--- config.mk ---
export PLATFORM = sky130hd
export DESIGN_NAME = gbi_queue
export DESIGN_NICKNAME = d
export VERILOG_FILES = /design/src/sv/gbi_pkg.sv /design/src/sv/gbi_queue.sv
export SDC_FILE = /design/constraint.sdc
export NUM_CORES = 1
export LEC_CHECK = 0
export CAP_MARGIN = 20
export CORE_MARGIN = 4
export CORE_UTILIZATION = 55
export DETAILED_ROUTE_END_ITERATION = 8
export DONT_BUFFER_PORTS = 1
export PLACE_DENSITY_LB_ADDON = 0.25
export SYNTH_ARGS = -nofsm -noshare
export SYNTH_HDL_FRONTEND = slang
export SYNTH_SLANG_ARGS = --single-unit
--- constraint.sdc ---
create_clock -name clk -period 6.19 [get_ports clk]
set_input_delay 0.619 -clock clk [delete_from_list [all_inputs] [get_ports clk]]
set_output_delay 0.619 -clock clk [all_outputs]
set_load 0.01 [all_outputs]
--- src/sv/gbi_pkg.sv ---
// Shared types and constants for the grid bucket insert and visit block.
// Used by every module of the block but gbi_div; depends on nothing.
package gbi_pkg;

    localparam logic [1:0] M_INSERT = 2'd0;
    localparam logic [1:0] M_GET    = 2'd1;
    localparam logic [1:0] M_READ   = 2'd2;
    localparam logic [1:0] M_CLEAR  = 2'd3;

    localparam logic [2:0] ST_OK      = 3'd0;
    localparam logic [2:0] ST_OUTSIDE = 3'd1;
    localparam logic [2:0] ST_EXHAUST = 3'd2;
    localparam logic [2:0] ST_VISITED = 3'd3;
    localparam logic [2:0] ST_RANGE   = 3'd4;

    localparam logic [1:0] R_LAND_WIDTH  = 2'd0;
    localparam logic [1:0] R_LAND_HEIGHT = 2'd1;
    localparam logic [1:0] R_CELL_STEP   = 2'd2;
    localparam logic [1:0] R_GRID_SHIFT  = 2'd3;

    localparam logic [2:0] K_INSERT = 3'd0;
    localparam logic [2:0] K_GET    = 3'd1;
    localparam logic [2:0] K_READ   = 3'd2;
    localparam logic [2:0] K_CLEAR  = 3'd3;
    localparam logic [2:0] K_FIXED  = 3'd4;

    typedef struct packed {
        logic [12:0] land_width;
        logic [12:0] land_height;
        logic [15:0] cell_step;
        logic [2:0]  grid_shift;
    } cfg_t;

    // Work handed from the front end to the back end.
    typedef struct packed {
        logic [2:0]  kind;
        logic [2:0]  status;
        logic [12:0] xt1;
        logic [12:0] xt2;
        logic [12:0] yt1;
        logic [12:0] yt2;
        logic [13:0] row;
        logic [27:0] base;   // first row base for insert, tile index for get
        logic [15:0] obj;
        logic [15:0] node;
    } cmd_t;

    typedef struct packed {
        logic [2:0]  status;
        logic        head_valid;
        logic [9:0]  head_node;
        logic [15:0] node_object;
        logic        next_valid;
        logic [9:0]  next_node;
        logic [13:0] cells_added;
        logic [13:0] cells_dropped;
    } res_t;

    typedef struct packed {
        logic init_done;
        logic pop;
    } bstat_t;

    function automatic res_t status_res(input logic [2:0] st);
        res_t r;
        r = '0;
        r.status = st;
        return r;
    endfunction

endpackage

--- src/sv/gbi_queue.sv ---
// Two-entry command queue between the front end and the back end.
// Uses gbi_pkg for the command type.
module gbi_queue
(
    input  logic          clk,
    input  logic          rst_n,
    input  logic          push,
    output logic          push_ready,
    input  gbi_pkg::cmd_t push_cmd,
    output logic          pop_valid,
    input  logic          pop,
    output gbi_pkg::cmd_t pop_cmd
);
    import gbi_pkg::*;

    cmd_t       mem [2];
    logic       wp_reg, wp_next, rp_reg, rp_next;
    logic [1:0] cnt_reg, cnt_next;
    logic       do_push, do_pop;

    assign push_ready = cnt_reg != 2'd2;
    assign pop_valid  = cnt_reg != 2'd0;
    assign do_push    = push && push_ready;
    assign do_pop     = pop && pop_valid;
    assign pop_cmd    = mem[rp_reg];

    always_comb
    begin
        wp_next  = do_push ? ~wp_reg : wp_reg;
        rp_next  = do_pop ? ~rp_reg : rp_reg;
        cnt_next = cnt_reg + 2'(do_push) - 2'(do_pop);
    end

    always_ff @(posedge clk or negedge rst_n)
    begin
        if (!rst_n)
        begin
            wp_reg  <= 1'b0;
            rp_reg  <= 1'b0;
            cnt_reg <= 2'd0;
        end
        else
        begin
            wp_reg  <= wp_next;
            rp_reg  <= rp_next;
            cnt_reg <= cnt_next;
        end
    end

    always_ff @(posedge clk)
    begin
        if (do_push)
            mem[wp_reg] <= push_cmd;
    end
endmodule

==> results.ini <==
[global_routing]
grt.total_usage=0.156
grt_first_pass_wirelength_um=24000
grt_overflow=0
grt_pass1_vias=4058
grt_max_degree=76
antenna_found_initial=0

[worst_setup_path]
crit_slowest_cell=buf_4
slowest_delay_ns=0.71
cp.arrival_ns=2.41
path_cells=buf_4, mux2_2
startpoint_type=flop
cp.required_ns=5.57
endpoint_kind=output port
crit_fanout=58
crit_type=reg2out

[cts]
clk_pin_slew_worst_paths_ns=0.06
ctsHoldBuffers=1
cts-root-buf=clkbuf_16
cts_resized=0
cts_buffers=26
cts_tree=done
cts_setup_buffers=0
cts_buffer_depth=3
cts_sinks=268
htree_levels=1
clock_latency_ns=0.51

[logic_synthesis]
syn_inst=428
seq_area_frac_synth=0.802
avgSynthCellArea_um2=23.4
netlist_area_um2=10000
synth_nets=566
yosysWarningCount=0
ys_ff_latch=268
ys_types=16

[placed_design]
placed_cell_area_um2=10200
gp_congestion=0.750
dpl.cell_count=647
dp_hpwl_um=11400
dp_worst_setup_slack_ns=3.48
port_buffers=0

[timing]
hold_viol=0
min_period_ns=3.03
period_share=0.490
slew_headroom=0.342
finClkSkew_ns=0.00692
setup_slack_ns=3.16
tightest_slew_ns=0.987
slew_viol_final=0
fmax_mhz=330
setup_viol=0
tns_ns=0
rsz0062_at_grt=no

[final_layout]
drive_gt1_frac=0.371
stdcell_area_um2=11000
fin_cells=695
largest_reg_flops=264
nNetsFinal=585
multiInputGateArea_um2=1850
regArea_um2=8030
area_growth_pct=9.97
n_fill_cell=1250
antenna_cells=0

[detailed_routing]
route.detailed.drc=0
ant_nets=0
drt_pass1_iterations=4
wl_per_cell_um=24.1
wl_um=16700
vias_per_cell=5.61
drt_iter0_drc=121
vias=3897

[status]
status=completed

[job]
cap_violations=0

[power_and_ir_drop]
p_leak_nw=3.77
powerDensity_nw_per_um2=495
irDropWorstVdd_mv=0.360
power_mw=5.45

[floorplanning]
die_x_um=143
fp-row-count=49
fp.coreArea_um2=17900
pin_count=270
start_util=0.559
die_area_um2=20400
die_h_um=143

[hold_path]
holdCritPathClass=in2reg

stage by stage:
stage,hold slack (ns),utilization
floorplan,0.323,-
global placement,0.324,0.571
detailed placement,0.324,0.571
CTS,0.173,0.615
global route,0.172,0.615
finish,0.201,0.615
placed cells by master, fill, tap and decap left out:
master         Yosys  layout
and2_1             1       1
clkinv_1           0       3
nand2_1            1       1
nand2b_1           1       1
clkinv_4           0       1
ha_1               2       2
mux2_4            70      70
and3_4             0       1
or2_2              1       1
xor2_1             1       1
inv_1              1       1
edfxtp_1         264     264
dlygate4sd3_1      0       1
clkbuf_8           0       2
dfrtp_1            4       3
nor2_4             0       1
clkbuf_1           0      12
xnor2_1            3       3
clkbuf_16          0      27
dfrtp_4            0       1
mux2_2            62      62
buf_4              0       5
clkinv_2           0       2
kinds of logic after synthesis:
kind of cell / synth area share
simple gates: 0.00325
xor+xnor: 0.00350
buf+inv: 0.0135
flops: 0.802
fa+ha+maj: 0.00250
mux: 0.175
cell type report:
class | count | area share
inverters | 1 | 0.000341
repair buffers | 6 | 0.00432
flip-flops and latches | 268 | 0.730
clock inverters | 6 | 0.00273
well taps | 229 | 0.0260
multi-input cells | 144 | 0.169
clock buffers | 41 | 0.0680
routing by layer:
layer,share of wire,vias to the layer above,global-route usage
met5,0,-,0
li1,-,1734,-
met2,0.50,205,0.265
met4,0.028,0,0.0470
met3,0.16,35,0.101
met1,0.32,1923,0.158
critical path, delay by kind of cell (launching register included):
kind	cells	cell delay, ns
multiplexers	1	0.46
flip-flops	1	0.67
buffers and inverters	1	0.71
Yosys cell counts:
master | count | area [µm²]
and2_1 | 1 | 6.26
and3_1 | 1 | 6.26
buf_2 | 6 | 30.0
buf_6 | 9 | 101
dfrtp_1 | 4 | 100
edfxtp_1 | 264 | 7930
ha_1 | 2 | 25.0
inv_1 | 1 | 3.75
mux2_2 | 62 | 698
mux2_4 | 70 | 1050
nand2_1 | 1 | 3.75
nand2b_1 | 1 | 6.26
nor2_1 | 1 | 3.75
or2_2 | 1 | 6.26
xnor2_1 | 3 | 26.3
xor2_1 | 1 | 8.76
final timing paths:
check                              from           to  slack, ns  depth (start not counted)
max                              rp_reg  pop_cmd[22]       3.16                          2
min                        push_cmd[19]   mem[0][19]       0.20                          0
max reg2reg                  cnt_reg[1]   mem[1][47]       3.51                          3
min reg2reg                  cnt_reg[0]   cnt_reg[0]       0.53                          1
max in group asynchronous         rst_n       rp_reg       5.60                          1
min in group asynchronous         rst_n   cnt_reg[0]       0.39                          1
where the power goes:
part	total (mW)	internal, mW	switching (mW)	leakage (nW)
Clock	1.41	0.825	0.588	0.378
Combinational	1.42	0.603	0.816	0.894
Sequential	2.61	2.49	0.124	2.50
Total	5.45	3.92	1.53	3.77
No activity file was read; power rests on OpenSTA's default activity.
