===== config.mk =====
export PLATFORM = sky130hd
export DESIGN_NAME = gbi_front
export DESIGN_NICKNAME = d
export VERILOG_FILES = /design/src/sv/gbi_pkg.sv /design/src/sv/gbi_div.sv /design/src/sv/gbi_front.sv
export SDC_FILE = /design/constraint.sdc
export NUM_CORES = 2
export LEC_CHECK = 0
export ABC_AREA = 1
export BUFFER_PORTS_ARGS = -buffer_cell sky130_fd_sc_hd__buf_4
export CORE_ASPECT_RATIO = 0.6
export CORE_UTILIZATION = 30
export CTS_CLUSTER_SIZE = 28
export DETAILED_ROUTE_END_ITERATION = 12
export GPL_TIMING_DRIVEN = 1
export MAX_ROUTING_LAYER = met4
export PLACE_DENSITY = 0.49
export SYNTH_ARGS = -nofsm -noshare
export SYNTH_HDL_FRONTEND = slang
export SYNTH_HIERARCHICAL = 1
export SYNTH_SLANG_ARGS = --single-unit

===== constraint.sdc =====
create_clock -name clk -period 12.05 [get_ports clk]
set_clock_uncertainty 0.2 [all_clocks]
set_input_delay 0 -clock clk [delete_from_list [all_inputs] [get_ports clk]]
set_output_delay 0 -clock clk [all_outputs]
set_load 0.005 [all_outputs]

===== src/sv/gbi_pkg.sv =====
// Shared types and constants for the grid bucket insert and visit block.
// Used by every module of the block but gbi_div; depends on nothing.
package gbi_pkg;

    localparam logic [1:0] M_INSERT = 2'd0;
    localparam logic [1:0] M_GET    = 2'd1;
    localparam logic [1:0] M_READ   = 2'd2;
    localparam logic [1:0] M_CLEAR  = 2'd3;

    localparam logic [2:0] ST_OK      = 3'd0;
    localparam logic [2:0] ST_OUTSIDE = 3'd1;
    localparam logic [2:0] ST_EXHAUST = 3'd2;
    localparam logic [2:0] ST_VISITED = 3'd3;
    localparam logic [2:0] ST_RANGE   = 3'd4;

    localparam logic [1:0] R_LAND_WIDTH  = 2'd0;
    localparam logic [1:0] R_LAND_HEIGHT = 2'd1;
    localparam logic [1:0] R_CELL_STEP   = 2'd2;
    localparam logic [1:0] R_GRID_SHIFT  = 2'd3;

    localparam logic [2:0] K_INSERT = 3'd0;
    localparam logic [2:0] K_GET    = 3'd1;
    localparam logic [2:0] K_READ   = 3'd2;
    localparam logic [2:0] K_CLEAR  = 3'd3;
    localparam logic [2:0] K_FIXED  = 3'd4;

    typedef struct packed {
        logic [12:0] land_width;
        logic [12:0] land_height;
        logic [15:0] cell_step;
        logic [2:0]  grid_shift;
    } cfg_t;

    // Work handed from the front end to the back end.
    typedef struct packed {
        logic [2:0]  kind;
        logic [2:0]  status;
        logic [12:0] xt1;
        logic [12:0] xt2;
        logic [12:0] yt1;
        logic [12:0] yt2;
        logic [13:0] row;
        logic [27:0] base;   // first row base for insert, tile index for get
        logic [15:0] obj;
        logic [15:0] node;
    } cmd_t;

    typedef struct packed {
        logic [2:0]  status;
        logic        head_valid;
        logic [9:0]  head_node;
        logic [15:0] node_object;
        logic        next_valid;
        logic [9:0]  next_node;
        logic [13:0] cells_added;
        logic [13:0] cells_dropped;
    } res_t;

    typedef struct packed {
        logic init_done;
        logic pop;
    } bstat_t;

    function automatic res_t status_res(input logic [2:0] st);
        res_t r;
        r = '0;
        r.status = st;
        return r;
    endfunction

endpackage


===== src/sv/gbi_div.sv =====
// Bit-serial signed divider by an unsigned 16-bit step, truncating toward zero.
// Standalone; one quotient bit per cycle.
module gbi_div
(
    input  logic        clk,
    input  logic        rst_n,
    input  logic        start,
    input  logic [24:0] dividend,
    input  logic [15:0] divisor,
    output logic        done,
    output logic [25:0] quotient
);
    logic        busy_reg, busy_next;
    logic        done_reg, done_next;
    logic [4:0]  cnt_reg, cnt_next;
    logic        neg_reg;
    logic [15:0] d_reg;
    logic [15:0] rem_reg;
    logic [24:0] quo_reg;
    logic [16:0] shifted;
    logic        ge;

    assign shifted = {rem_reg, quo_reg[24]};
    assign ge      = shifted >= {1'b0, d_reg};

    always_comb
    begin
        busy_next = busy_reg;
        done_next = 1'b0;
        cnt_next  = cnt_reg;
        if (start)
        begin
            busy_next = 1'b1;
            cnt_next  = 5'd0;
        end
        else if (busy_reg)
        begin
            cnt_next = cnt_reg + 5'd1;
            if (cnt_reg == 5'd24)
            begin
                busy_next = 1'b0;
                done_next = 1'b1;
            end
        end
    end

    always_ff @(posedge clk or negedge rst_n)
    begin
        if (!rst_n)
        begin
            busy_reg <= 1'b0;
            done_reg <= 1'b0;
            cnt_reg  <= 5'd0;
        end
        else
        begin
            busy_reg <= busy_next;
            done_reg <= done_next;
            cnt_reg  <= cnt_next;
        end
    end

    always_ff @(posedge clk)
    begin
        if (start)
        begin
            neg_reg <= dividend[24];
            d_reg   <= divisor;
            rem_reg <= 16'd0;
            quo_reg <= dividend[24] ? (25'd0 - dividend) : dividend;
        end
        else if (busy_reg)
        begin
            rem_reg <= ge ? 16'(shifted - {1'b0, d_reg}) : shifted[15:0];
            quo_reg <= {quo_reg[23:0], ge};
        end
    end

    assign done     = done_reg;
    assign quotient = neg_reg ? (26'd0 - {1'b0, quo_reg}) : {1'b0, quo_reg};
endmodule


===== src/sv/gbi_front.sv =====
// Front end: accepts items, divides box corners, forms clamped tile ranges, checks gets and reads.
// Uses gbi_pkg and four gbi_div units; emits commands toward the queue.
module gbi_front
#(
    parameter int TILES      = 8192,
    parameter int POOL_NODES = 1024
)
(
    input  logic          clk,
    input  logic          rst_n,
    input  gbi_pkg::cfg_t cfg,
    input  logic          init_done,
    input  logic          in_valid,
    output logic          in_ready,
    input  logic [1:0]    mode,
    input  logic [23:0]   pos_x,
    input  logic [23:0]   pos_z,
    input  logic [23:0]   box_min_x,
    input  logic [23:0]   box_min_z,
    input  logic [23:0]   box_max_x,
    input  logic [23:0]   box_max_z,
    input  logic [15:0]   object_id,
    input  logic [11:0]   cell_x,
    input  logic [11:0]   cell_y,
    input  logic [9:0]    node_index,
    output logic          push,
    input  logic          q_ready,
    output gbi_pkg::cmd_t cmd
);
    import gbi_pkg::*;

    localparam logic [2:0] F_IDLE  = 3'd0;
    localparam logic [2:0] F_DIV   = 3'd1;
    localparam logic [2:0] F_CLAMP = 3'd2;
    localparam logic [2:0] F_MUL   = 3'd3;
    localparam logic [2:0] F_PUSH  = 3'd4;

    logic [2:0]  state_reg, state_next;
    logic        accept, div_start;
    logic [24:0] sums [4];
    logic [3:0]  div_done;
    logic [25:0] quo [4];
    logic [15:0] step;
    logic [1:0]  mode_reg;
    logic [15:0] obj_reg, node_reg;
    logic [11:0] cx_reg, cy_reg;
    logic        rej_reg;
    logic [12:0] xt1_reg, xt2_reg, yt1_reg, yt2_reg;
    logic [26:0] prod_reg;
    logic [25:0] w26, h26;
    logic        rej_c;
    logic [12:0] x1c, x2c, y1c, y2c;
    logic [13:0] row_c;
    logic [12:0] mul_a;
    logic [27:0] get_idx;

    assign in_ready  = (state_reg == F_IDLE) && init_done;
    assign accept    = in_valid && in_ready;
    assign div_start = accept && (mode == M_INSERT);
    assign step      = (cfg.cell_step == 16'd0) ? 16'd1 : cfg.cell_step;

    assign sums[0] = {pos_x[23], pos_x} + {box_min_x[23], box_min_x};
    assign sums[1] = {pos_z[23], pos_z} + {box_min_z[23], box_min_z};
    assign sums[2] = {pos_x[23], pos_x} + {box_max_x[23], box_max_x};
    assign sums[3] = {pos_z[23], pos_z} + {box_max_z[23], box_max_z};

    for (genvar i = 0; i < 4; i++)
    begin : g_div
        gbi_div u_div
        (
            .clk      (clk),
            .rst_n    (rst_n),
            .start    (div_start),
            .dividend (sums[i]),
            .divisor  (step),
            .done     (div_done[i]),
            .quotient (quo[i])
        );
    end

    // Corner order: x1, y1, x2, y2.
    assign w26   = {13'd0, cfg.land_width};
    assign h26   = {13'd0, cfg.land_height};
    assign rej_c = (cfg.land_width == 13'd0) || (cfg.land_height == 13'd0)
                || ($signed(quo[0]) >= $signed(w26)) || ($signed(quo[1]) >= $signed(h26))
                || quo[2][25] || quo[3][25];
    assign x1c = quo[0][25] ? 13'd0 : quo[0][12:0];
    assign y1c = quo[1][25] ? 13'd0 : quo[1][12:0];
    assign x2c = ($signed(quo[2]) >= $signed(w26)) ? (cfg.land_width - 13'd1) : quo[2][12:0];
    assign y2c = ($signed(quo[3]) >= $signed(h26)) ? (cfg.land_height - 13'd1) : quo[3][12:0];

    assign row_c   = {1'b0, cfg.land_width >> cfg.grid_shift} + 14'd1;
    assign mul_a   = (mode_reg == M_GET) ? 13'(cy_reg >> cfg.grid_shift) : yt1_reg;
    assign get_idx = 28'(prod_reg) + 28'(cx_reg >> cfg.grid_shift);

    always_comb
    begin
        state_next = state_reg;
        push       = 1'b0;
        case (state_reg)
            F_IDLE:
            begin
                if (accept)
                begin
                    if (mode == M_INSERT)
                        state_next = F_DIV;
                    else if (mode == M_GET)
                        state_next = F_MUL;
                    else
                        state_next = F_PUSH;
                end
            end
            F_DIV:
            begin
                // All four dividers run in lockstep and finish together.
                if (&div_done)
                    state_next = F_CLAMP;
            end
            F_CLAMP: state_next = F_MUL;
            F_MUL:   state_next = F_PUSH;
            F_PUSH:
            begin
                push = 1'b1;
                if (q_ready)
                    state_next = F_IDLE;
            end
            default: state_next = F_IDLE;
        endcase
    end

    always_ff @(posedge clk or negedge rst_n)
    begin
        if (!rst_n)
            state_reg <= F_IDLE;
        else
            state_reg <= state_next;
    end

    always_ff @(posedge clk)
    begin
        if (accept)
        begin
            mode_reg <= mode;
            obj_reg  <= object_id;
            cx_reg   <= cell_x;
            cy_reg   <= cell_y;
            node_reg <= 16'(node_index);
        end
        if (state_reg == F_CLAMP)
        begin
            rej_reg <= rej_c;
            xt1_reg <= x1c >> cfg.grid_shift;
            xt2_reg <= x2c >> cfg.grid_shift;
            yt1_reg <= y1c >> cfg.grid_shift;
            yt2_reg <= y2c >> cfg.grid_shift;
        end
        if (state_reg == F_MUL)
            prod_reg <= 27'(mul_a) * 27'(row_c);
    end

    always_comb
    begin
        cmd        = '0;
        cmd.xt1    = xt1_reg;
        cmd.xt2    = xt2_reg;
        cmd.yt1    = yt1_reg;
        cmd.yt2    = yt2_reg;
        cmd.row    = row_c;
        cmd.obj    = obj_reg;
        cmd.node   = node_reg;
        cmd.status = ST_OK;
        case (mode_reg)
            M_INSERT:
            begin
                cmd.base = 28'(prod_reg);
                if (rej_reg)
                begin
                    cmd.kind   = K_FIXED;
                    cmd.status = ST_OUTSIDE;
                end
                else
                    cmd.kind = K_INSERT;
            end
            M_GET:
            begin
                cmd.base = get_idx;
                if ((13'(cx_reg) >= cfg.land_width) || (13'(cy_reg) >= cfg.land_height)
                    || (get_idx >= 28'(TILES)))
                begin
                    cmd.kind   = K_FIXED;
                    cmd.status = ST_RANGE;
                end
                else
                    cmd.kind = K_GET;
            end
            M_READ:
            begin
                if (17'(node_reg) >= 17'(POOL_NODES))
                begin
                    cmd.kind   = K_FIXED;
                    cmd.status = ST_RANGE;
                end
                else
                    cmd.kind = K_READ;
            end
            default: cmd.kind = K_CLEAR;
        endcase
    end
endmodule


==> impl_results.html <==
<table>
<tr><th>Metric</th><th>Value</th></tr>
<tr><th colspan="2">Logic synthesis</th></tr>
<tr><td>Yosys warning count</td><td>6</td></tr>
<tr><td>Area fraction of the dominant cell type after synthesis</td><td>0.2129</td></tr>
<tr><td>Distinct cells, synth</td><td>73</td></tr>
<tr><td>Number of enable flip-flop cells after synthesis</td><td>300</td></tr>
<tr><td>FF+latch count, synth</td><td>395</td></tr>
<tr><td>Share of synthesized flip-flops with an asynchronous set or reset</td><td>0.07848</td></tr>
<tr><td>Post-synthesis cell area</td><td>0.04231 mm^2</td></tr>
<tr><td>Cell type contributing the most total cell area after synthesis</td><td>sky130_fd_sc_hd__edfxtp_1</td></tr>
<tr><td>Main flop type after synthesis</td><td>sky130_fd_sc_hd__edfxtp_1</td></tr>
<tr><td>Syn Area/Cell</td><td>7.017 um^2</td></tr>
<tr><td>Top-count cell post-synth</td><td>sky130_fd_sc_hd__nand2_1</td></tr>
<tr><td>Most common library cells after synthesis</td><td>sky130_fd_sc_hd__nand2_1 (1612), sky130_fd_sc_hd__inv_1 (870), sky130_fd_sc_hd__nor2_1 (567)</td></tr>
<tr><td>Mapped Cells</td><td>6029</td></tr>
<tr><td>Area contributors post-synth</td><td>sky130_fd_sc_hd__edfxtp_1 (21%), sky130_fd_sc_hd__nand2_1 (14%), sky130_fd_sc_hd__ha_1 (10%)</td></tr>
<tr><td>Sequential fraction of the synthesis area</td><td>0.2616</td></tr>
<tr><th colspan="2">Floorplanning</th></tr>
<tr><td>Initial standard-cell utilization of the core</td><td>0.3029</td></tr>
<tr><td>Area of the die</td><td>0.1426 mm^2</td></tr>
<tr><td>Die X</td><td>486.8 um</td></tr>
<tr><td>Area of the core</td><td>0.1397 mm^2</td></tr>
<tr><td>Std cell rows</td><td>106</td></tr>
<tr><td>Top-level I/O count</td><td>380</td></tr>
<tr><td>Die height</td><td>292.9 um</td></tr>
<tr><th colspan="2">Cells and area</th></tr>
<tr><td>Post-layout net count</td><td>7328</td></tr>
<tr><td>Finished layout cell area</td><td>0.05144 mm^2</td></tr>
<tr><td>Max FFs per register</td><td>100</td></tr>
<tr><td>Layout cells sized above 1</td><td>0.09697</td></tr>
<tr><td>Area overhead of the layout relative to synthesis</td><td>21.58%</td></tr>
<tr><th colspan="2">Min path</th></tr>
<tr><td>HP Class</td><td>in2reg</td></tr>
<tr><th colspan="2">Global routing</th></tr>
<tr><td>Number of antenna violations at the first check in global routing</td><td>6</td></tr>
<tr><td>Number of global-route vias before repair</td><td>39250</td></tr>
<tr><td>Global router's overall resource usage</td><td>0.2240</td></tr>
<tr><td>Global-route wire length before repair</td><td>239500 um</td></tr>
<tr><td>Largest net degree at the start of global routing</td><td>84</td></tr>
<tr><td>Final global-route overflow total</td><td>0</td></tr>
<tr><th colspan="2">Timing</th></tr>
<tr><td>Setup Total Neg Slack</td><td>0 ns</td></tr>
<tr><td>Peak clock frequency supported by timing</td><td>106.6 MHz</td></tr>
<tr><td>Least-Margin Pin Slew</td><td>1.107 ns</td></tr>
<tr><td>RSZ-0062 raised after global routing</td><td>false</td></tr>
<tr><td>Final setup viols</td><td>0</td></tr>
<tr><td>Final Hold Vio Count</td><td>0</td></tr>
<tr><td>Worst hold margin</td><td>0.01998 ns</td></tr>
<tr><td>Final max-slew violation count</td><td>0</td></tr>
<tr><td>Worst setup slack after layout</td><td>2.668 ns</td></tr>
<tr><td>Post-route fraction of the period consumed by the critical path</td><td>0.7786</td></tr>
<tr><td>Period minus WS final</td><td>9.382 ns</td></tr>
<tr><td>Relative max-transition margin</td><td>0.2590</td></tr>
<tr><th colspan="2">Detailed routing</th></tr>
<tr><td>DRT Pass-1 Iters</td><td>8</td></tr>
<tr><td>Via-per-instance ratio</td><td>4.882</td></tr>
<tr><td>Overall routed net length</td><td>157800 um</td></tr>
<tr><td>Remaining routing DRC violations</td><td>0</td></tr>
<tr><td>Via count</td><td>41650</td></tr>
<tr><td>Post-route ant nets</td><td>0</td></tr>
<tr><td>Detailed router's first-iteration violation count</td><td>3627</td></tr>
<tr><td>WL per Instance</td><td>18.49 um</td></tr>
<tr><th colspan="2">Worst setup path</th></tr>
<tr><td>Crit path required time</td><td>12.25 ns</td></tr>
<tr><td>Most prevalent standard cell on the critical path</td><td>sky130_fd_sc_hd__nand2_1</td></tr>
<tr><td>Critical Path Max Stage Delay</td><td>0.76 ns</td></tr>
<tr><td>Type of the worst setup path</td><td>in2reg</td></tr>
<tr><td>Data arrival time of the critical path</td><td>9.58 ns</td></tr>
<tr><td>Crit Path Max Fanout</td><td>83</td></tr>
<tr><td>Crit end category</td><td>flop</td></tr>
<tr><td>Launching element type of the critical path</td><td>input port</td></tr>
<tr><td>Worst path slowest cell</td><td>sky130_fd_sc_hd__clkinv_2</td></tr>
<tr><th colspan="2">Pwr</th></tr>
<tr><td>Leakage dissipation</td><td>24.94 nW</td></tr>
<tr><td>Worst-case vdd ir drop</td><td>284.4 uV</td></tr>
<tr><td>Total power density per cell area</td><td>217.0 mW/mm^2</td></tr>
<tr><th colspan="2">Place</th></tr>
<tr><td>DP Worst Slack</td><td>2.865 ns</td></tr>
<tr><td>Placed instance area</td><td>0.04695 mm^2</td></tr>
<tr><td>Routability Congestion</td><td>0.9713</td></tr>
<tr><td>Number of input and output port buffers inserted</td><td>372</td></tr>
<tr><td>Detailed placer's ending HPWL</td><td>127300 um</td></tr>
<tr><th colspan="2">CTS</th></tr>
<tr><td>Reg clk slew, reported paths</td><td>0.07 ns</td></tr>
<tr><td>CTS buffer count</td><td>48</td></tr>
<tr><td>Sinks on the clock net</td><td>395</td></tr>
<tr><td>Cell at the root of the clock tree</td><td>sky130_fd_sc_hd__clkbuf_16</td></tr>
<tr><td>Number of levels in the clock H-tree</td><td>2</td></tr>
<tr><td>Number of buffers on the longest clock path</td><td>3</td></tr>
<tr><td>Hold buffer count at CTS</td><td>279</td></tr>
<tr><td>Clock Latency Late Sink</td><td>0.65 ns</td></tr>
<tr><td>TritonCTS clock tree</td><td>yes</td></tr>
<tr><td>Post-CTS setup-driven buffer insertion count</td><td>0</td></tr>
<tr><td>Number of instances resized during post-cts repair</td><td>0</td></tr>
<tr><th colspan="2">Status</th></tr>
<tr><td>Status</td><td>complete, no violations</td></tr>
<tr><th colspan="2">Run</th></tr>
<tr><td>Total of max-cap violations</td><td>0</td></tr>
</table>
placed cells by master (no fill, tap or decap), types with 48 or more instances in the layout:
cell type | Yosys | routed
sky130_fd_sc_hd__a21oi_1 | 237 | 237
sky130_fd_sc_hd__o21ai_0 | 328 | 327
sky130_fd_sc_hd__dlygate4sd3_1 | 0 | 278
sky130_fd_sc_hd__clkbuf_16 | 0 | 48
sky130_fd_sc_hd__nand3_1 | 514 | 514
sky130_fd_sc_hd__xnor2_1 | 90 | 90
sky130_fd_sc_hd__edfxtp_1 | 300 | 300
sky130_fd_sc_hd__nor3_1 | 67 | 66
sky130_fd_sc_hd__xor2_1 | 194 | 194
sky130_fd_sc_hd__inv_1 | 870 | 867
sky130_fd_sc_hd__ha_1 | 339 | 339
sky130_fd_sc_hd__buf_4 | 15 | 401
sky130_fd_sc_hd__nor2_1 | 567 | 564
sky130_fd_sc_hd__nand4_1 | 94 | 94
sky130_fd_sc_hd__dfxtp_1 | 64 | 64
sky130_fd_sc_hd__nand2_1 | 1612 | 1612
sky130_fd_sc_hd__fa_1 | 141 | 141
worst max-delay path, delay by kind of cell:
| kind | cells | cell delay, ns |
|---|---|---|
| fa+ha+maj | 7 | 3.16 |
| buf+inv | 9 | 3.60 |
| xor+xnor | 1 | 0.07 |
| compound gates | 2 | 0.20 |
| simple gates | 15 | 2.46 |
layout make-up:
type                       instances  area (um^2)
clock inverter                    30        424.2
sequential                       395        11070
fill                           14830        88220
multi-input combinational       4587        27170
inverter                         890         3342
timing repair buffer             680         5813
antenna                            1        2.502
tap                             1890         2365
clock buffer                      59         1252
stage by stage:
step	total power [mW]	utilization	std cells
floorplan	7.388	-	6035
global placement	9.397	0.3362	8163
detailed placement	9.402	0.3362	8163
CTS	11.17	0.3683	8531
global route	12.26	0.3683	8531
finish	11.16	0.3683	8532
report_power, final:
| group | leakage, nW | internal [mW] | switching, mW |
|---|---|---|---|
| registers | 3.72 | 2.16 | 0.425 |
| logic | 20.4 | 2.50 | 4.49 |
| clock network | 0.793 | 0.905 | 0.678 |
routing by layer:
metal  GRT usage  routed length (um)
met1      0.3388               80850
met2      0.3078               62650
met3     0.03886               11730
met4     0.03825                2550
met5           -                   0
final timing paths:
path                                                 from                         to  slack [ns]  cells after the start
worst max-delay path                               cfg[1]               prod_reg[26]        2.67                     34
worst max register to register                mode_reg[1]               prod_reg[26]        3.56                     25
max in group asynchronous                           rst_n               state_reg[0]       11.20                      4
worst min register to register  g_div[3].u_div/rem_reg[8]  g_div[3].u_div/rem_reg[8]        0.27                      2
min in group asynchronous                           rst_n  g_div[0].u_div/cnt_reg[1]        0.18                      4
worst min-delay path                         box_max_z[8]  g_div[3].u_div/quo_reg[8]        0.02                      5
kinds of logic (layout without fill, tap and decap cells):
group / after synthesis / in the layout / share of synthesized area
other cells: 1 / 8 / 0.00008864
flops: 395 / 395 / 0.2616
compound gates: 752 / 752 / 0.1006
xor+xnor: 286 / 286 / 0.05956
simple gates: 3054 / 3054 / 0.3122
mux: 8 / 8 / 0.001893
fa+ha+maj: 480 / 480 / 0.1670
buf+inv: 1053 / 1659 / 0.09715
Power figures use the tool's default switching activity.
